--- src/rtl/akfg_pkg.sv ---
// ----------------------------------------------------------------------------
// akfg_pkg: shared types and constants for the Annex-B keyframe gate
// Command and verdict codes, codec modes and NAL header constants.
// ----------------------------------------------------------------------------
package akfg_pkg;

  typedef enum logic [1:0] {
    CMD_UNIT_BYTE = 2'd0,
    CMD_MS_TICK   = 2'd1,
    CMD_DEC_ERROR = 2'd2,
    CMD_BACKLOG   = 2'd3
  } cmd_t;

  typedef enum logic [1:0] {
    VERDICT_PASS      = 2'd0,
    VERDICT_DROP_LOSS = 2'd1,
    VERDICT_DROP_WAIT = 2'd2,
    VERDICT_EVENT     = 2'd3
  } verdict_t;

  // Codec modes; any code above HEVC uses the transport hint
  localparam logic [1:0] MODE_H264 = 2'd0;
  localparam logic [1:0] MODE_HEVC = 2'd1;

  // Config register indexes
  localparam logic CFG_CODEC_MODE   = 1'b0;
  localparam logic CFG_REQ_INTERVAL = 1'b1;

  localparam int          CFG_DATA_W           = 16;
  localparam int          MS_W                 = 16;
  localparam logic [MS_W-1:0] MS_SATURATED     = '1;
  localparam logic [1:0]  CODEC_MODE_RESET     = MODE_H264;
  localparam logic [15:0] REQ_INTERVAL_RESET   = 16'd700;

  // NAL header constants
  localparam logic [4:0] H264_IDR_TYPE  = 5'd5;
  localparam logic [5:0] HEVC_IRAP_LOW  = 6'd16;
  localparam logic [5:0] HEVC_IRAP_HIGH = 6'd23;

  // Start code: at least two zero bytes then 0x01
  localparam logic [1:0] ZERO_RUN_MAX   = 2'd2;
  localparam logic [7:0] START_CODE_END = 8'h01;

endpackage

--- src/rtl/annexb_keyframe_gate_unit.sv ---
// The result of an accepted input transaction is loaded straight into the output register.
// Throughput: one input transaction per cycle; byte scan and gate decision share one pass.
// The input side stalls only while a finished result waits on a stalled output.
// Reset (rst, synchronous, active high): clears the scan, sets keyframe waiting,
// saturates the request timer at 65535, restores codec_mode 0 and interval 700 ms.
// ----------------------------------------------------------------------------
// annexb_keyframe_gate_unit: Annex-B keyframe gate
// Scans access-unit bytes for start codes and NAL headers, passes or drops
// each unit on its last byte and issues throttled keyframe requests.
// ----------------------------------------------------------------------------
module annexb_keyframe_gate_unit import akfg_pkg::*; (
  input  logic                  clk,
  input  logic                  rst,
  // configuration write port
  input  logic                  cfg_we,
  input  logic                  cfg_index,
  input  logic [CFG_DATA_W-1:0] cfg_data,
  // input channel
  input  logic                  in_valid,
  output logic                  in_stall,
  input  logic [1:0]            command,
  input  logic [7:0]            data_byte,
  input  logic                  last_byte,
  input  logic                  loss_suspected,
  input  logic                  keyframe_hint,
  // output channel
  output logic                  out_valid,
  input  logic                  out_stall,
  output logic [1:0]            verdict,
  output logic                  keyframe_request,
  output logic                  keyframe_found,
  output logic                  waiting_after
);

  // Configuration registers
  logic [1:0]      codec_mode;
  logic [15:0]     request_interval_ms;

  // Scan and gate state
  logic [1:0]      zero_run, zero_run_next;
  logic            header_next, header_next_next;
  logic            hevc_irap_pending, hevc_irap_pending_next;
  logic            key_seen, key_seen_next;
  logic            awaiting_key, awaiting_key_next;
  logic [MS_W-1:0] ms_since_request, ms_since_request_next;

  // Result register
  logic            res_valid_next;
  verdict_t        res_verdict, res_verdict_next;
  logic            res_request, res_request_next;
  logic            res_found, res_found_next;
  logic            res_waiting, res_waiting_next;

  logic            accept;
  cmd_t            cmd;

  // Scan of the incoming byte
  logic            scan_key;
  logic            scan_irap;
  logic            scan_header;
  logic [1:0]      scan_zero_run;
  logic [5:0]      hevc_type;
  logic            unit_key;
  logic            req_ok;

  // Hold the input side only while a result waits on a stalled output
  assign in_stall = out_valid && out_stall;
  assign accept   = in_valid && !in_stall;
  assign cmd      = cmd_t'(command);

  assign hevc_type = data_byte[6:1];

  always_comb begin
    // A pending HEVC IRAP header counts once any further byte arrives
    scan_key  = key_seen || hevc_irap_pending ||
                (header_next && (codec_mode != MODE_HEVC) &&
                 (data_byte[4:0] == H264_IDR_TYPE));
    scan_irap = header_next && (codec_mode == MODE_HEVC) &&
                (hevc_type >= HEVC_IRAP_LOW) && (hevc_type <= HEVC_IRAP_HIGH);
    scan_header = (data_byte == START_CODE_END) && (zero_run >= ZERO_RUN_MAX);
    if (data_byte == 8'd0) begin
      scan_zero_run = (zero_run < ZERO_RUN_MAX) ? zero_run + 2'd1 : zero_run;
    end else begin
      scan_zero_run = 2'd0;
    end
  end

  // Scan modes judge by what the scan saw; the other modes trust the transport
  assign unit_key = (codec_mode == MODE_H264 || codec_mode == MODE_HEVC) ?
                    scan_key : keyframe_hint;
  assign req_ok   = ms_since_request >= request_interval_ms;

  always_comb begin
    zero_run_next          = zero_run;
    header_next_next       = header_next;
    hevc_irap_pending_next = hevc_irap_pending;
    key_seen_next          = key_seen;
    awaiting_key_next      = awaiting_key;
    ms_since_request_next  = ms_since_request;
    res_valid_next         = 1'b0;
    res_verdict_next       = VERDICT_EVENT;
    res_request_next       = 1'b0;
    res_found_next         = 1'b0;

    if (accept) begin
      unique case (cmd)
        CMD_MS_TICK: begin
          // Advance the request timer, saturate at the top
          if (ms_since_request != MS_SATURATED) begin
            ms_since_request_next = ms_since_request + 1'b1;
          end
        end
        CMD_DEC_ERROR, CMD_BACKLOG: begin
          // Start waiting and try a request; leave the unit scan alone
          awaiting_key_next = 1'b1;
          res_valid_next    = 1'b1;
          res_request_next  = req_ok;
          if (req_ok) begin
            ms_since_request_next = '0;
          end
        end
        CMD_UNIT_BYTE: begin
          if (!last_byte) begin
            zero_run_next          = scan_zero_run;
            header_next_next       = scan_header;
            hevc_irap_pending_next = scan_irap;
            key_seen_next          = scan_key;
          end else begin
            // Last byte: decide on the unit, then clear the scan
            zero_run_next          = 2'd0;
            header_next_next       = 1'b0;
            hevc_irap_pending_next = 1'b0;
            key_seen_next          = 1'b0;
            res_valid_next         = 1'b1;
            res_found_next         = unit_key;
            priority if (loss_suspected) begin
              res_verdict_next  = VERDICT_DROP_LOSS;
              awaiting_key_next = 1'b1;
              res_request_next  = req_ok;
              if (req_ok) begin
                ms_since_request_next = '0;
              end
            end else if (awaiting_key && !unit_key) begin
              res_verdict_next = VERDICT_DROP_WAIT;
              res_request_next = req_ok;
              if (req_ok) begin
                ms_since_request_next = '0;
              end
            end else begin
              res_verdict_next = VERDICT_PASS;
              if (unit_key) begin
                awaiting_key_next = 1'b0;
              end
            end
          end
        end
        default: begin
        end
      endcase
    end
    res_waiting_next = awaiting_key_next;
  end

  // Configuration registers
  always_ff @(posedge clk) begin
    if (rst) begin
      codec_mode          <= CODEC_MODE_RESET;
      request_interval_ms <= REQ_INTERVAL_RESET;
    end else if (cfg_we) begin
      unique case (cfg_index)
        CFG_CODEC_MODE:   codec_mode          <= cfg_data[1:0];
        CFG_REQ_INTERVAL: request_interval_ms <= cfg_data[15:0];
        default: begin
        end
      endcase
    end
  end

  // Scan and gate state
  always_ff @(posedge clk) begin
    if (rst) begin
      zero_run          <= 2'd0;
      header_next       <= 1'b0;
      hevc_irap_pending <= 1'b0;
      key_seen          <= 1'b0;
      awaiting_key      <= 1'b1;
      ms_since_request  <= MS_SATURATED;
    end else begin
      zero_run          <= zero_run_next;
      header_next       <= header_next_next;
      hevc_irap_pending <= hevc_irap_pending_next;
      key_seen          <= key_seen_next;
      awaiting_key      <= awaiting_key_next;
      ms_since_request  <= ms_since_request_next;
    end
  end

  // Output register: load a new result on accept, hold while stalled
  always_ff @(posedge clk) begin
    if (rst) begin
      out_valid <= 1'b0;
    end else if (accept) begin
      out_valid <= res_valid_next;
    end else if (out_valid && !out_stall) begin
      out_valid <= 1'b0;
    end
  end

  always_ff @(posedge clk) begin
    if (accept && res_valid_next) begin
      res_verdict <= res_verdict_next;
      res_request <= res_request_next;
      res_found   <= res_found_next;
      res_waiting <= res_waiting_next;
    end
  end

  assign verdict          = res_verdict;
  assign keyframe_request = res_request;
  assign keyframe_found   = res_found;
  assign waiting_after    = res_waiting;

`ifndef NO_ASSERTIONS
  // A passing unit never leaves the gate waiting
  a_pass_clears_wait: assert property (@(posedge clk) disable iff (rst)
    (out_valid && res_verdict == VERDICT_PASS) |-> (!res_waiting && !res_request))
    else $error("passing unit left wait set or issued a request");

  // Loss drops and events always leave the gate waiting
  a_drop_sets_wait: assert property (@(posedge clk) disable iff (rst)
    (out_valid && (res_verdict == VERDICT_DROP_LOSS || res_verdict == VERDICT_EVENT))
      |-> res_waiting)
    else $error("loss drop or event did not set wait");

  // Events carry no keyframe judgement
  a_event_no_key: assert property (@(posedge clk) disable iff (rst)
    (out_valid && res_verdict == VERDICT_EVENT) |-> !res_found)
    else $error("event result reports a keyframe");

  // An issued request restarts the timer
  a_request_clears_timer: assert property (@(posedge clk) disable iff (rst)
    (accept && res_valid_next && res_request_next) |=> (ms_since_request == '0))
    else $error("request issued without clearing the timer");

  // A drop for waiting only happens on a non-key unit
  a_wait_drop_nonkey: assert property (@(posedge clk) disable iff (rst)
    (out_valid && res_verdict == VERDICT_DROP_WAIT) |-> (!res_found && res_waiting))
    else $error("key unit dropped while waiting");
`endif

endmodule
--- config.mk ---
export PLATFORM = sky130hd
export DESIGN_NAME = annexb_keyframe_gate_unit
export DESIGN_NICKNAME = d
export VERILOG_FILES = /design/src/rtl/akfg_pkg.sv /design/src/rtl/annexb_keyframe_gate_unit.sv
export SDC_FILE = /design/constraint.sdc
export NUM_CORES = 1
export LEC_CHECK = 0
export BUFFER_PORTS_ARGS = -buffer_cell sky130_fd_sc_hd__buf_2
export CAP_MARGIN = 20
export CORE_UTILIZATION = 31
export CTS_CLUSTER_SIZE = 14
export DETAILED_ROUTE_END_ITERATION = 6
export SKIP_LAST_GASP = 1
export SYNTH_ARGS = -nofsm -noshare
export SYNTH_HDL_FRONTEND = slang
export SYNTH_SLANG_ARGS = --single-unit
export TNS_END_PERCENT = 1
--- constraint.sdc ---
create_clock -name clk -period 3.85 [get_ports clk]
set_input_delay 0.77 -clock clk [delete_from_list [all_inputs] [get_ports clk]]
set_output_delay 0.77 -clock clk [all_outputs]
set_load 0.02 [all_outputs]
Word level (Yosys, flattened, before mapping)
Cells that the tools add are included.
{ "word_totals": {"out_inout_bits": 7, "elab_cells": 96, "regBits": 46, "inputBits": 35} }
{ "classes": {"reduce_logical": 29, "bitwise": 4, "eq_ne": 12, "order_cmp": 5, "n_mux": 30, "add_sub_neg": 2} }
{ "op_table": {"columns": ["op", "count"], "rows": [
  ["16-bit two-way mux", 5],
  ["16-bit case mux with 3 select lines", 1],
  ["16-bit by 1-bit adder with 16-bit output (second input constant)", 1],
  ["16-bit greater-or-equal comparator", 1],
  ["1-bit two-way mux", 16],
  ["16-bit != test (second input constant)", 1],
  ["1-bit logical AND", 11],
  ["2-bit two-way mux", 5],
  ["8-bit by 1-bit equality test with 1-bit output (second input constant)", 1],
  ["8-bit zero test", 1],
  ["6-bit by 5-bit greater-or-equal comparator with 1-bit output (second input constant)", 1],
  ["6-bit by 5-bit <= comparator with 1-bit output (second input constant)", 1],
  ["1-bit case mux with 2 select lines", 3],
  ["2-bit AND reduction", 3],
  ["3-bit AND reduction", 2],
  ["5-bit by 3-bit equality test with 1-bit output (second input constant)", 1],
  ["2-bit by 1-bit equality test with 1-bit output (second input constant)", 2],
  ["2-bit equality test (second input constant)", 2],
  ["2-bit zero test", 2],
  ["2-bit != test (second input constant)", 2],
  ["1-bit inverter", 4],
  ["4-bit AND reduction", 1],
  ["4-bit OR reduction", 1],
  ["1-bit zero test", 3],
  ["other kinds (9)", 11]
]} }

Longest topological paths before layout
Gate-level depths: netlist of run 1.
{ "depth": {"depth_word": 12, "mapped_depth": 9, "mapped_depth_nobuf": 8} }

Worst setup path after synthesis of run 1
No wires, ideal clock.
{ "synth_path": {"path_kind": "input port to flip-flop", "startpoint": "input port data_byte[1]", "endpoint": "register ms_since_request[12]", "t_required_ns": 3.759, "t_arrival_ns": 2.119, "path_stages": 7, "setup_ns": 0.091, "path_buffers": 1, "slack_ns": 1.640, "path_cell_list": "or2_1 -> o31ai_2 -> a21boi_1 -> o31ai_2 -> nor3_2 -> buf_6 -> a311oi_1"} }
{ "synth_via": {"elab_chain_len": 8} }
{ "synth_rtl": {"columns": ["element", "line_no", "text"], "rows": [
  ["start, declared", "annexb_keyframe_gate_unit.sv:22", "input logic [7:0] data_byte,"],
  ["5-bit by 3-bit equality test with 1-bit output", "annexb_keyframe_gate_unit.sv:77", "(data_byte[4:0] == H264_IDR_TYPE));"],
  ["1-bit logical AND", "annexb_keyframe_gate_unit.sv:76", "(header_next && (codec_mode != MODE_HEVC) &&"],
  ["1-bit logical OR", "annexb_keyframe_gate_unit.sv:75", "scan_key = key_seen || hevc_irap_pending ||"],
  ["1-bit two-way mux", "annexb_keyframe_gate_unit.sv:89", "assign unit_key = (codec_mode == MODE_H264 || codec_mode == MODE_HEVC) ?"],
  ["1-bit zero test", "annexb_keyframe_gate_unit.sv:143", "end else if (awaiting_key && !unit_key) begin"],
  ["1-bit logical AND", "annexb_keyframe_gate_unit.sv:143", null],
  ["3-bit != test (no source line)", null, null],
  ["4-bit AND reduction (no source line)", null, null],
  ["end signal, assigned", "annexb_keyframe_gate_unit.sv:194", "ms_since_request <= ms_since_request_next;"],
  ["end, declared", "annexb_keyframe_gate_unit.sv:45", "logic [MS_W-1:0] ms_since_request, ms_since_request_next;"]
]} }
No other way between the ends.
A chain may end at the register's enable or synchronous reset.

Worst setup path after layout of run 1
{ "layout_path": {"startpoint": "register request_interval_ms[14]", "endpoint": "register ms_since_request[1]"} }
{ "layout_via": {"elab_chain_len": 6} }
{ "layout_rtl": {"columns": ["element", "line_no", "text"], "rows": [
  ["start, declared", "annexb_keyframe_gate_unit.sv:37", "logic [15:0] request_interval_ms;"],
  ["start signal, assigned", "annexb_keyframe_gate_unit.sv:172", "CFG_REQ_INTERVAL: request_interval_ms <= cfg_data[15:0];"],
  ["16-bit greater-or-equal comparator *", "annexb_keyframe_gate_unit.sv:91", "assign req_ok = ms_since_request >= request_interval_ms;"],
  ["16-bit two-way mux *", null, null],
  ["16-bit two-way mux (3 in a row)", null, null],
  ["16-bit case mux with 3 select lines *", null, null]
]} }
Mark *: on every way between the ends. The rest lies on a longest branch, timed or not. The select of a mux whose other input is x is not followed.

==> run summary, run 1 <==
The number of buffers inserted during clock tree synthesis is 5. The power per standard cell area is between 300 and 400 nW/um^2. Traced cell by cell, the critical path runs through inv_1 -> ha_1 -> nand4_1 -> nor3_1 -> nand2_1 -> o211ai_1 -> nand3_1 -> a221o_1. Summed over all layers, the routed wires come to 6.76 mm. The total via count in the routed design came out at about 2.5k.

Setup repair after global routing left no endpoint under its margin. In the finished design, the share of the clock period the worst path needs comes to 73.0%. The run finished with clean final reports.

The sequential cell area is 971 sq um. At the end of routability-driven placement, the weighted congestion stood at 0.799. The count of hold-fix buffers inserted at cts is 0. The pin count of the biggest net entering global routing is 44. The largest clock skew in the final design is 0.00641 ns. The count of final hold-check violations came out at 0. The critical path is of the flip-flop to flip-flop type. The synthesized netlist net count is about 370. The deepest clock path buffer count came out at 2.

The number of standard cells after synthesis came out at 319. The timing-limited maximum frequency came out at 0.356 GHz. The clock period could shrink to 2.81 ns.

The wire length of the first global-routing pass came out at 11.4 mm. The worst pin sits at a relative slew slack of 41.3%. The total iterations of the first detailed-routing run is 4.

The horizontal extent of the die is 95.4 um. The post-CTS resize count is 0. The data required time at the worst endpoint is 4.06 ns. For this run, design rule violations remaining after detail routing come to 0. The final setup violation count is 0. The critical path launch point type is a flip-flop. The number of antenna violations at the first check in global routing came to 0. The top cell types in the final layout, fill and taps aside, are dfxtp_1 (41), buf_2 (41), nand2_1 (40), nor2_1 (24), inv_1 (23).

The total negative slack for setup checks is 0 ns. The count of fill cells added during filler insertion is 919. The clock sink count is 46. Global routing used 16.2% of the available tracks across all layers. For this run, asynchronously set or reset flops after synthesis account for 0%. The die area came out at 9100 sq um. The buffer count from post-CTS setup fixing came out at 0.

The cell area after technology mapping came out at 2700 sq um. The remaining global-route overflow came out at 0. 0 antenna diodes ended up in the layout. The root buffer cell chosen for the clock tree is clkbuf_8. The number of global-route vias before repair is 2354.

The type of element capturing the critical path is a flip-flop. Counting flops with a built-in enable in the synthesized netlist gives 5. For the worst-skew pair, the clock arrives at the later sink with an insertion delay of 0.31 ns.

Buffers placed on the I/O ports in this run total 41. After synthesis the netlist holds a flip-flop and latch count of 46. The critical path's slowest cell is o211ai_1. The netlist uses 59 different library cells.

The final-stage net count is 410. TritonCTS built the clock tree. The clock slew seen by the registers of the worst setup and hold paths is around 0.090 ns. The clock tree synthesis step divided the H-tree into 2 levels. The core box area came out at approximately 8300 sq um. The part of the Yosys area used for sequential elements is approximately 36%. From synthesis to final layout, the design area changed by 14.1%. The fraction of final layout cells sized beyond drive strength 1 is between 10% and 20%. The post-synthesis area per instance is 8.47 sq um. The row count came out at 33. The DRC marker count from the first detailed-route iteration came out at between 100 and 150. The remaining antenna violation count after routing is 0.

On the worst path, the slowest cell contributes a delay of 0.72 ns. The static power due to leakage came out at 1.20 nW. The arrival time at the worst endpoint is 3.01 ns. The area of the multi-input gates came out at 1580 sq um.

Broken down by cell family, the worst path's largest delay share belongs to compound AO/OA/AOI/OAI gates. The die extent in y came out at 95.4 um. The starting utilization of the core area is ~32%. The detailed placement HPWL came out at 4.87 mm.

The transition time of the tightest slew-check pin came out at 0.877 ns. The worst-case IR drop observed on VDD is 0.167 mV. Total power for the finished layout comes to 1.22 mW.

The classification of the worst-slack hold path is flip-flop to flip-flop. The max-slew violation count is 0. The average wire per standard cell is about 15 um.

The per-cell via count in the routed design is around 5.4. The dominant register cell in the synthesized netlist is dfxtp_1. The critical-path maximum fanout is 11. Max-cap violations in this run came to 0. Together, buffers and inverters on the worst path number 1. The count of warnings emitted by yosys came out at 0.

The count of pins on the block boundary is 42.
==> worst min-delay path, cell delays in order, from the launching register on <==
cell and delay (ns):
dfxtp_1 0.32, nand2_1 0.05, a21oi_1 0.05
==> report_power, final <==
group / internal (mW) / total (mW) / switching [mW]
clock: 0.145 / 0.315 / 0.170
sequential: 0.528 / 0.580 / 0.0517
combinational: 0.136 / 0.321 / 0.185
==> metal layers <==
metal  global-route usage, %  up-vias  wire [um]
li1                        -     1259          -
met1                    22.2     1137       3200
met2                    25.8       79       3020
met3                    2.47        8        442
met4                    5.35        0         90
met5                       0        -          0
==> stage by stage <==
stage | hold WS, ns | std cells | instance area [sq um] | setup slack, ns | utilization [%]
global route | 0.484 | 463 | 3080 | 0.773 | 37.0
CTS | 0.462 | 463 | 3080 | 1.07 | 37.0
finish | 0.460 | 463 | 3080 | 1.04 | 37.0
floorplan | 0.436 | 319 | 2700 | 1.64 | -
detailed placement | 0.450 | 455 | 2990 | 1.10 | 35.9
global placement | 0.446 | 455 | 2990 | 1.15 | 35.9
==> layout make-up <==
type                    count  share of cell area, %
flip-flops and latches     46                   31.5
inverters                  23                   2.80
well taps                 105                   4.26
multi-input cells         237                   51.1
clock inverters             1                  0.162
clock buffers               7                   2.80
repair buffers             44                   7.38
==> kinds of logic after synthesis <==
group / after synthesis / synth area share [%]
compound gates: 76 / 22.6
fa+ha+maj: 18 / 8.33
buf+inv: 36 / 5.74
flops: 46 / 35.9
mux: 2 / 0.741
simple gates: 141 / 26.7
==> flip-flops by register name (all words and copies together) (netlist names) <==
signal,count
ms_since_request,16
hevc_irap_pending,1
key_seen,1
zero_run,2
waiting_after,1
codec_mode,2
keyframe_found,1
request_interval_ms,16
verdict,2
keyframe_request,1
header_next,1
awaiting_key,1
out_valid,1
==> final timing paths <==
path,startpoint,end,slack (ns),depth (start not counted)
max,request_interval_ms[14],ms_since_request[1],1.04,8
max reg2reg,request_interval_ms[14],ms_since_request[1],1.04,8
min,request_interval_ms[10],request_interval_ms[10],0.46,2
min reg2reg,request_interval_ms[10],request_interval_ms[10],0.46,2
==> synthesized netlist by cell type, drive strengths merged (2+ instances only) <==
cell / n / area, sq um
o31a: 2 / 17.5
and3: 6 / 42.5
a311oi: 7 / 61.3
o2111ai: 2 / 17.5
or4: 3 / 22.5
nor4: 4 / 25.0
nand2b: 9 / 56.3
ha: 18 / 225
o21ai: 3 / 15.0
a31oi: 5 / 31.3
clkbuf: 8 / 30.0
nor2b: 7 / 43.8
nand4b: 2 / 17.5
a21oi: 20 / 100
dfxtp: 41 / 821
a221oi: 2 / 17.5
and2: 3 / 18.8
nor2: 24 / 90.1
o31ai: 4 / 40.0
o211ai: 7 / 52.6
and4: 2 / 20.0
nand2: 40 / 150
nor3: 17 / 95.1
a21boi: 2 / 15.0
a211oi: 4 / 30.0
a41oi: 2 / 43.8
a2111oi: 4 / 53.8
nand4: 7 / 43.8
or2: 2 / 12.5
mux2i: 2 / 20.0
edfxtp: 5 / 150
a21o: 2 / 15.0
nand3: 12 / 60.1
inv: 23 / 86.3
o21a: 2 / 15.0
buf: 5 / 38.8
No activity file was read; power rests on OpenSTA's default activity.
==> run 2, diff against run 1 <==
--- a/config.mk
+++ b/config.mk
@@ -5,6 +5,7 @@
 export SDC_FILE = /design/constraint.sdc
 export NUM_CORES = 1
 export LEC_CHECK = 0
+export ABC_AREA = 1
 export BUFFER_PORTS_ARGS = -buffer_cell sky130_fd_sc_hd__buf_2
 export CAP_MARGIN = 20
 export CORE_UTILIZATION = 31
==> constraint.sdc (replaced) <==
create_clock -name clk -period 2.9 [get_ports clk]
set_input_delay 0.58 -clock clk [delete_from_list [all_inputs] [get_ports clk]]
set_output_delay 0.58 -clock clk [all_outputs]
set_load 0.02 [all_outputs]
==> run 2 against run 1 <==
Against the previous run: register-to-register slack got worse by 0.04 ns; synthesized area fell by 1.3%; final area fell by 1.4%; highest routed layer unchanged.
==> run summary, run 2 <==
The total iterations of the first detailed-routing run came out at 4 (unchanged). The number of antenna violations at the first check in global routing is 0 (unchanged). The worst-case setup margin in the final layout came out at 1.01 ns (was 1.04 ns). The max-capacitance violation count came out at 0 (unchanged).

The clock sink count is 46 (unchanged). Biggest regs: ms_since_request: 16 flops, request_interval_ms: 16 flops (unchanged). The deepest clock path buffer count is 2 (unchanged). The count of pins on the block boundary came out at 42 (unchanged). The number of enable-type register cells in the synthesized netlist was 5 (unchanged). The fraction of power spent switching nets came out at 34.3% (was 33.5%). The final-stage net count came out at 462 (was 410). The part of the Yosys area used for sequential elements was 36.4% (was 35.9%). The number of synthesized register bits came to 46 (unchanged). The core box area came out at 8260 sq um (was 8340 sq um). Counting stages on the worst path, the most repeated cell is nand2_1. The most numerous cell in the Yosys netlist is nand2_1 (was dfxtp_1).

The largest clock skew in the final design is 0.00841 ns (was 0.00641 ns). The clock insertion delay at the later pin of the skew report was 0.30 ns (was 0.31 ns). The met2 routing resource usage after global routing is 23.5% (was 25.8%).

The DRC violation count after routing came out at 0 (unchanged). The classification of the worst-slack hold path is flip-flop to flip-flop (unchanged). The dominant register cell in the synthesized netlist is dfxtp_1 (unchanged).

The part of the cycle the worst path needs came out at 65.3% (was 73.0%). The total via count in the routed design came out at 2449 (was 2483). Run status: finished, final reports clean (unchanged). The critical path launch point type was a flip-flop (unchanged).

The count of hold-fix buffers inserted at cts came to 0 (unchanged). The average wire per standard cell came out at 11.4 um (was 14.6 um). The timing-limited maximum frequency was 0.528 GHz (was 0.356 GHz). The critical hold path startpoint is codec_mode[0] (was request_interval_ms[10]).

The arrival time at the worst endpoint came out at 2.07 ns (was 3.01 ns). The number of buffers inserted during clock tree synthesis was 5 (unchanged). The launch point of the worst path is ms_since_request[5] (was request_interval_ms[14]). The number of antenna cells inserted is 0 (unchanged). The buffer count from post-CTS setup fixing was 0 (unchanged).

The count of final hold-check violations came out at 0 (unchanged). The aggregate routed wire length is 5.89 mm (was 6.76 mm). The met1 demand-to-capacity share in global routing came out at 18.2% (was 22.2%). The clock tree from TritonCTS is yes (unchanged). Dominant cells by area after synthesis: dfxtp_1 (31%), nand2_1 (10%), ha_1 (8.4%), nand3_1 (8.1%), inv_1 (6.9%) (was dfxtp_1 (30%), ha_1 (8.3%), edfxtp_1 (5.6%), nand2_1 (5.6%), a21oi_1 (3.7%)). The number of global-route vias before repair was 2152 (was 2354). The power dissipated by switching net loads is 529 uW (was 407 uW). The die extent in y came out at 94.8 um (was 95.4 um). The share of power burned in the clock network came to 25.7% (was 25.9%).

The most common cell after layout, fill and taps aside is nand2_1. The proportion of register bits with asynchronous set or reset after synthesis came out at 0% (unchanged). The overall global routing resource usage is 14.0% (was 16.2%). The per-cell via count in the routed design came out at 4.76 (was 5.36). The pin count of the biggest net entering global routing came out at 26 (was 44). The wire length of the first global-routing pass is 9.89 mm (was 11.4 mm). The fraction of final layout cells sized beyond drive strength 1 came out at 14.6% (was 18.4%).

The met3 global-route usage is 2.90% (was 2.47%). The H-tree depth reported by CTS is 2 (unchanged). The final setup violation count is 0 (unchanged). The count of warnings emitted by yosys came to 0 (unchanged). The detailed placement HPWL is 4.44 mm (was 4.87 mm). The cell area after placement is 2960 sq um (was 2990 sq um).

The power per standard cell area came out at 507 nW/um^2 (was 394 nW/um^2). The relative max-transition margin is 64.1% (was 41.3%). The post-CTS resize count is 0 (unchanged). The transition time of the tightest slew-check pin came out at 0.537 ns (was 0.877 ns). The critical path's slowest cell is dfxtp_1 (was o211ai_1). Chain of cells forming the critical path: ha_1 -> nand2_1 -> inv_1 -> nand2_1 -> nor2_1 -> nor2_1 -> nand2_1 -> nand2_1 -> nand3_1 -> nand2_4 -> inv_4 -> nand2_8 -> nand2_1 -> nand3_1 (was inv_1 -> ha_1 -> nand4_1 -> nor3_1 -> nand2_1 -> o211ai_1 -> nand3_1 -> a221o_1). The number of standard cells after synthesis was 370 (was 319). The total negative slack for setup checks is 0 ns (unchanged).

The post-synthesis area per instance came out at 7.21 sq um (was 8.47 sq um). The worst reg-to-reg setup slack came to 1.01 ns (was 1.04 ns). The largest stage delay on the critical path came out at 0.39 ns (was 0.72 ns). The post-placement setup slack came out at 0.858 ns (was 1.10 ns). The most congested layer reported by global routing is met2 (unchanged). The startpoint of the worst-slack reg-to-reg timing path is ms_since_request[5] (was request_interval_ms[14]).

The design area was 3040 sq um (was 3080 sq um). The remaining global-route overflow is 0 (unchanged). The data required time at the worst endpoint is 3.07 ns (was 4.06 ns).

The maximum VDD drop is 0.262 mV (was 0.167 mV). The total of buffers placed on input and output ports is 41 (unchanged). The clock slew seen by the registers of the worst setup and hold paths is 0.09 ns (about the same).

The share of power burned in registers came out at 48.6% (was 47.7%). The starting utilization of the core area came out at 32.3% (was 32.4%). The DRC marker count from the first detailed-route iteration came to 146 (was 135). The horizontal extent of the die came out at 94.8 um (was 95.4 um).

The weighted congestion at the end of routability-driven global placement is 0.859 (was 0.799). Top cells by instance count after synthesis: nand2_1 (73), inv_1 (49), nand3_1 (43), nor2_1 (43), dfxtp_1 (41) (was dfxtp_1 (41), nand2_1 (40), nor2_1 (24), inv_1 (23), a21oi_1 (20)). The minimum period implied by the final worst setup slack came out at 1.89 ns (was 2.81 ns). The row count is 33 (unchanged). The most area-hungry cell type in the Yosys netlist is dfxtp_1 (unchanged). The max-slew violation count came out at 0 (unchanged). The type of the worst setup path is flip-flop to flip-flop (unchanged). The cell-internal power came out at 1.01 mW (was 809 uW). The area share of the largest cell type after synthesis is 30.8% (was 30.4%). Most used cells in the layout excluding fill and tap cells: nand2_1 (73), inv_1 (49), nor2_1 (43), nand3_1 (43) (was dfxtp_1 (41), buf_2 (41), nand2_1 (40), nor2_1 (24), inv_1 (23)). The die area is 8980 sq um (was 9100 sq um). The static power due to leakage came out at 1.46 nW (was 1.20 nW). The cell area after technology mapping is 2670 sq um (was 2700 sq um). The critical-path maximum fanout came to 16 (was 11). The synthesis-to-finish area growth came to 14.0% (was 14.1%).

The number of different library cells in the post-synthesis netlist is 32 (was 59). RSZ-0062 raised after global routing: false (unchanged). The type of element capturing the critical path is a flip-flop (unchanged). The remaining antenna violation count after routing came out at 0 (unchanged).

The clock root buffer was clkbuf_8 (unchanged). The combinational cell fraction of total power is 25.7% (was 26.4%). The synthesized netlist net count is 423 (was 372).
-- run 2: cell count changes after synthesis, moves of 9 or more --
cell	change
nand2b_1	-9
nand3_1	+31
inv_1	+26
o21ai_0	+14
nor2_1	+19
nor3_1	-11
nand2_1	+33
xor2_1	+10
-- run 2: cells by family after synthesis --
kind of cell             count (synthesis)  synth area share (%)
AO/OA/AOI/OAI                           52                  11.1
XOR/XNOR                                12                  3.94
adder cells (fa/ha/maj)                 18                  8.44
buffers and inverters                   63                  9.66
flip-flops                              46                  36.4
AND/OR/NAND/NOR                        179                  30.4
-- run 2: final cells by class --
type                       instances  area [sq um]
tap                              105           131
clock inverter                     3          16.3
fill                             894          5220
inverter                          53           201
sequential                        46           971
clock buffer                       5          68.8
multi-input combinational        261          1440
timing repair buffer              42           213
-- run 2: power groups by stage --
stage	registers [mW]	clock network [mW]	logic, mW
after floorplan	0.751	0	0.306
after global placement	0.764	0	0.388
after detailed placement	0.766	0	0.396
after CTS	0.750	0.407	0.399
after global routing	0.759	0.431	0.460
final	0.750	0.396	0.397
-- run 2: layer usage --
layer / vias to the layer above / wire (um)
li1: 1286 / -
met1: 1111 / 3030
met2: 50 / 2560
met3: 2 / 262
met4: 0 / 36
met5: - / 0
-- run 2: final timing paths --
check	end	cells past startpoint
setup / recovery	ms_since_request[1]	14
hold / removal	codec_mode[0]	2
setup reg to reg	ms_since_request[1]	14
hold reg to reg	codec_mode[0]	2
-- run 2: critical path: cells and delay by family (launching register included) --
kind,cells,cell delay (ns)
and+or+nand+nor,11,0.84
DFF,1,0.39
buffers and inverters,2,0.22
adders and majority gates,1,0.32
-- run 2: per-stage QoR --
stage	total power [mW]	util (%)	hold WS, ns	std cells
floorplan	1.06	-	0.430	370
global placement	1.15	35.8	0.449	507
detailed placement	1.16	35.8	0.454	507
CTS	1.56	36.8	0.468	515
global route	1.65	36.8	0.488	515
finish	1.54	36.8	0.466	515
==> run 3, diff against run 2 <==
--- a/config.mk
+++ b/config.mk
@@ -5,7 +5,7 @@
 export SDC_FILE = /design/constraint.sdc
 export NUM_CORES = 1
 export LEC_CHECK = 0
-export ABC_AREA = 1
+export ABC_AREA = 0
 export BUFFER_PORTS_ARGS = -buffer_cell sky130_fd_sc_hd__buf_2
 export CAP_MARGIN = 20
 export CORE_UTILIZATION = 31
==> constraint.sdc (replaced) <==
create_clock -name clk -period 1.93 [get_ports clk]
set_input_delay 0.386 -clock clk [delete_from_list [all_inputs] [get_ports clk]]
set_output_delay 0.386 -clock clk [all_outputs]
set_load 0.02 [all_outputs]
==> run 3 against run 2 <==
Against the previous run: count of clock-buffer cells in the layout rose by 2; global-route usage rose by 4.8 points; sequential share of layout area fell by 6.1 points; flip-flop and latch count did not move; core utilization rose by 8.9 points; hold slack got worse by 0.17 ns; clock skew rose by 0.0028 ns; power rose by 81%; register-to-register slack got worse by 1.3 ns; largest power group unchanged; setup slack got worse by 1.3 ns; final cell count rose by 2.5%; highest routed layer unchanged; the run now ends with setup timing left.
==> run summary, run 3 (synthesized netlist as in run 1, its figures left out) <==
Run status: finished with violations (was finished, final reports clean). The checks that failed: setup timing. The clock insertion delay at the later pin of the skew report came out at 0.31 ns (was 0.30 ns). The reg-to-reg critical path endpoint was ms_since_request[1] (unchanged). The synthesis-to-finish area growth came out at 41.1% (was 14.0%). The worst hold margin is 0.298 ns (was 0.466 ns).

The capturing element of the worst setup path is ms_since_request[1] (unchanged). The weighted congestion at the end of routability-driven global placement came out at 0.844 (was 0.859). The remaining global-route overflow is 0 (unchanged). The number of antenna cells inserted came out at 0 (unchanged). The part of the cycle the worst path needs came out at 116% (was 65.3%).

The count of pins on the block boundary came out at 42 (unchanged). The clock root buffer was clkbuf_8 (unchanged). The minimum period implied by the final worst setup slack was 2.23 ns (was 1.89 ns).

The transition time of the tightest slew-check pin came out at 0.434 ns (was 0.537 ns). The H-tree depth reported by CTS is 2 (unchanged). The clock tree from TritonCTS is yes (unchanged). The count of fill cells added during filler insertion came out at 803 (was 894). The static power due to leakage came to 1.56 nW (was 1.46 nW).

The clock sink count is 46 (unchanged). The maximum VDD drop was 0.359 mV (was 0.262 mV). The average wire per standard cell is 14.8 um (was 11.4 um). The aggregate routed wire length came out at 7.83 mm (was 5.89 mm). The max-slew violation count is 0 (unchanged). The detailed placement HPWL was 5.64 mm (was 4.44 mm).

The die area came out at 9100 sq um (was 8980 sq um). The design area is 3810 sq um (was 3040 sq um). The DRC marker count from the first detailed-route iteration is 209 (was 146). The arrival time at the worst endpoint is 2.42 ns (was 2.07 ns).

Biggest regs: ms_since_request: 16 flops, request_interval_ms: 16 flops (unchanged). The most common cell after layout, fill and taps aside is buf_4 (was nand2_1). The overall global routing resource usage came out at 18.9% (was 14.0%). The max-capacitance violation count came out at 0 (unchanged). The total negative slack for setup checks is -4.11 ns (was 0 ns). The relative max-transition margin is 70.9% (was 64.1%). The final setup violation count came out at 17 (was 0). The core box area is 8340 sq um (was 8260 sq um). The die extent in y is 95.4 um (was 94.8 um). The final-stage net count came out at 475 (was 462).

The horizontal extent of the die is 95.4 um (was 94.8 um). The worst reg-to-reg setup slack is -0.30 ns (was 1.01 ns). The worst-case setup margin in the final layout was -0.300 ns (was 1.01 ns). The cell area after placement came out at 3420 sq um (was 2960 sq um). The critical path's slowest cell was a221o_1 (was dfxtp_1). The row count is 33 (unchanged).

The per-cell via count in the routed design is 5.21 (was 4.76). The classification of the worst-slack hold path is input pin to flip-flop (was flip-flop to flip-flop). The critical path launch point type is a flip-flop (unchanged). The remaining antenna violation count after routing is 0 (unchanged). The largest clock skew in the final design was 0.0112 ns (was 0.00841 ns). The number of antenna violations at the first check in global routing is 0 (unchanged).

Most used cells in the layout excluding fill and tap cells: buf_4 (63), buf_2 (42), nand2_1 (39), dfxtp_1 (30), nor2_1 (24) (was nand2_1 (73), inv_1 (49), nor2_1 (43), nand3_1 (43)). The critical path depth in cells came to 10 (was 14). Chain of cells forming the critical path: inv_1 -> ha_1 -> o21a_1 -> o2111ai_1 -> o21a_1 -> buf_4 -> o211ai_1 -> buf_4 -> nand3_4 -> a221o_1 (was ha_1 -> nand2_1 -> inv_1 -> nand2_1 -> nor2_1 -> nor2_1 -> nand2_1 -> nand2_1 -> nand3_1 -> nand2_4 -> inv_4 -> nand2_8 -> nand2_1 -> nand3_1). The total iterations of the first detailed-routing run was 4 (unchanged).

The startpoint of the worst-slack reg-to-reg timing path was request_interval_ms[2] (was ms_since_request[5]). RSZ-0062 raised after global routing: true (was false). The total via count in the routed design is 2750 (was 2449). The deepest clock path buffer count is 2 (unchanged). The fraction of final layout cells sized beyond drive strength 1 came to 37.8% (was 14.6%). The critical-path maximum fanout came out at 6 (was 16). The number of global-route vias before repair is 2650 (was 2152). The power per standard cell area came out at 734 nW/um^2 (was 507 nW/um^2). The starting utilization of the core area is 32.4% (was 32.3%). The timing-limited maximum frequency came out at 0.448 GHz (was 0.528 GHz). The DRC violation count after routing came out at 0 (unchanged).

The count of final hold-check violations was 0 (unchanged). The kind of cell adding the most delay to the critical path was compound AO/OA/AOI/OAI gates (was simple AND/OR/NAND/NOR gates). The buffers plus inverters on the worst setup path came to 3 (was 2). The total of buffers placed on input and output ports came out at 41 (unchanged). The launch point of the worst path is request_interval_ms[2] (was ms_since_request[5]). The number of buffers inserted during clock tree synthesis was 5 (unchanged). The worst reg-to-reg path cell count is 10 (was 14). The data required time at the worst endpoint came out at 2.12 ns (was 3.07 ns). The largest stage delay on the critical path came out at 0.34 ns (was 0.39 ns). The clock slew seen by the registers of the worst setup and hold paths came out at 0.09 ns (about the same). The type of element capturing the critical path was a flip-flop (unchanged). The pin count of the biggest net entering global routing is 24 (was 26). The wire length of the first global-routing pass came out at 13.0 mm (was 9.89 mm). The type of the worst setup path was flip-flop to flip-flop (unchanged). The count of hold-fix buffers inserted at cts is 0 (unchanged).
==> run 3: cell types whose count changed in the layout (fill, tap and decap cells not counted), moves of 8 or more <==
cell / delta
buf_4: +62
nand2_1: -34
nand3_1: -32
inv_1: -29
nor2_1: -19
o21ai_0: -14
dfxtp_1: -11
dfxtp_2: +11
xor2_1: -10
nor3_1: +9
nand2b_1: +8
==> run 3: layout make-up <==
class	instances	area, sq um	share of cell area [%]
inverter	23	86.3	2.26
timing repair buffer	109	757	19.8
multi-input combinational	237	1760	46.2
tap	105	131	3.44
clock buffer	7	86.3	2.26
sequential	46	985	25.8
clock inverter	1	5.00	0.131
==> run 3: per-stage QoR <==
step | util, % | power [mW] | worst slack (ns) | instances
floorplan | - | 1.66 | -0.0439 | 319
global placement | 41.0 | 1.99 | -0.537 | 509
detailed placement | 41.0 | 2.01 | -0.598 | 509
CTS | 44.8 | 2.75 | -0.298 | 527
global route | 45.7 | 2.98 | -0.391 | 528
finish | 45.7 | 2.80 | -0.300 | 528
==> run 3: how the worst min path moves through the flow <==
| stage | from | endpoint | slack, ns | depth (start not counted) |
|---|---|---|---|---|
| floorplan | request_interval_ms[10] | request_interval_ms[10] | 0.44 | 2 |
| global placement | request_interval_ms[11] | request_interval_ms[11] | 0.45 | 2 |
| detailed placement | request_interval_ms[8] | request_interval_ms[8] | 0.45 | 2 |
| CTS | cfg_data[9] | request_interval_ms[9] | 0.30 | 3 |
| global route | cfg_data[5] | request_interval_ms[5] | 0.30 | 3 |
| finish | cfg_data[5] | request_interval_ms[5] | 0.30 | 3 |
==> run 3: worst min-delay path, delay by kind of cell <==
kind | cells | cell delay, ns
buffers and inverters | 1 | 0.08
and+or+nand+nor | 1 | 0.04
AOI/OAI and AO/OA | 1 | 0.07
==> run 3: repair_timing <==
action,CTS,global route
endpoints found under the setup margin,17,17
cloned,2,0
setup buffers,8,1
gates resized for setup,25,11
pin swaps,24,14
==> run 3: power breakdown <==
part	switching (mW)	internal (mW)
logic	0.533	0.521
registers	0.0616	1.06
clock network	0.337	0.290
==> run 3: per-layer routing <==
| metal | vias up | GRT usage [%] | share of wire (%) |
|---|---|---|---|
| met3 | 11 | 2.55 | 4.2 |
| li1 | 1384 | - | - |
| met4 | 0 | 7.21 | 1.9 |
| met5 | - | 0 | 0 |
| met1 | 1273 | 25.7 | 47 |
| met2 | 82 | 30.2 | 47 |
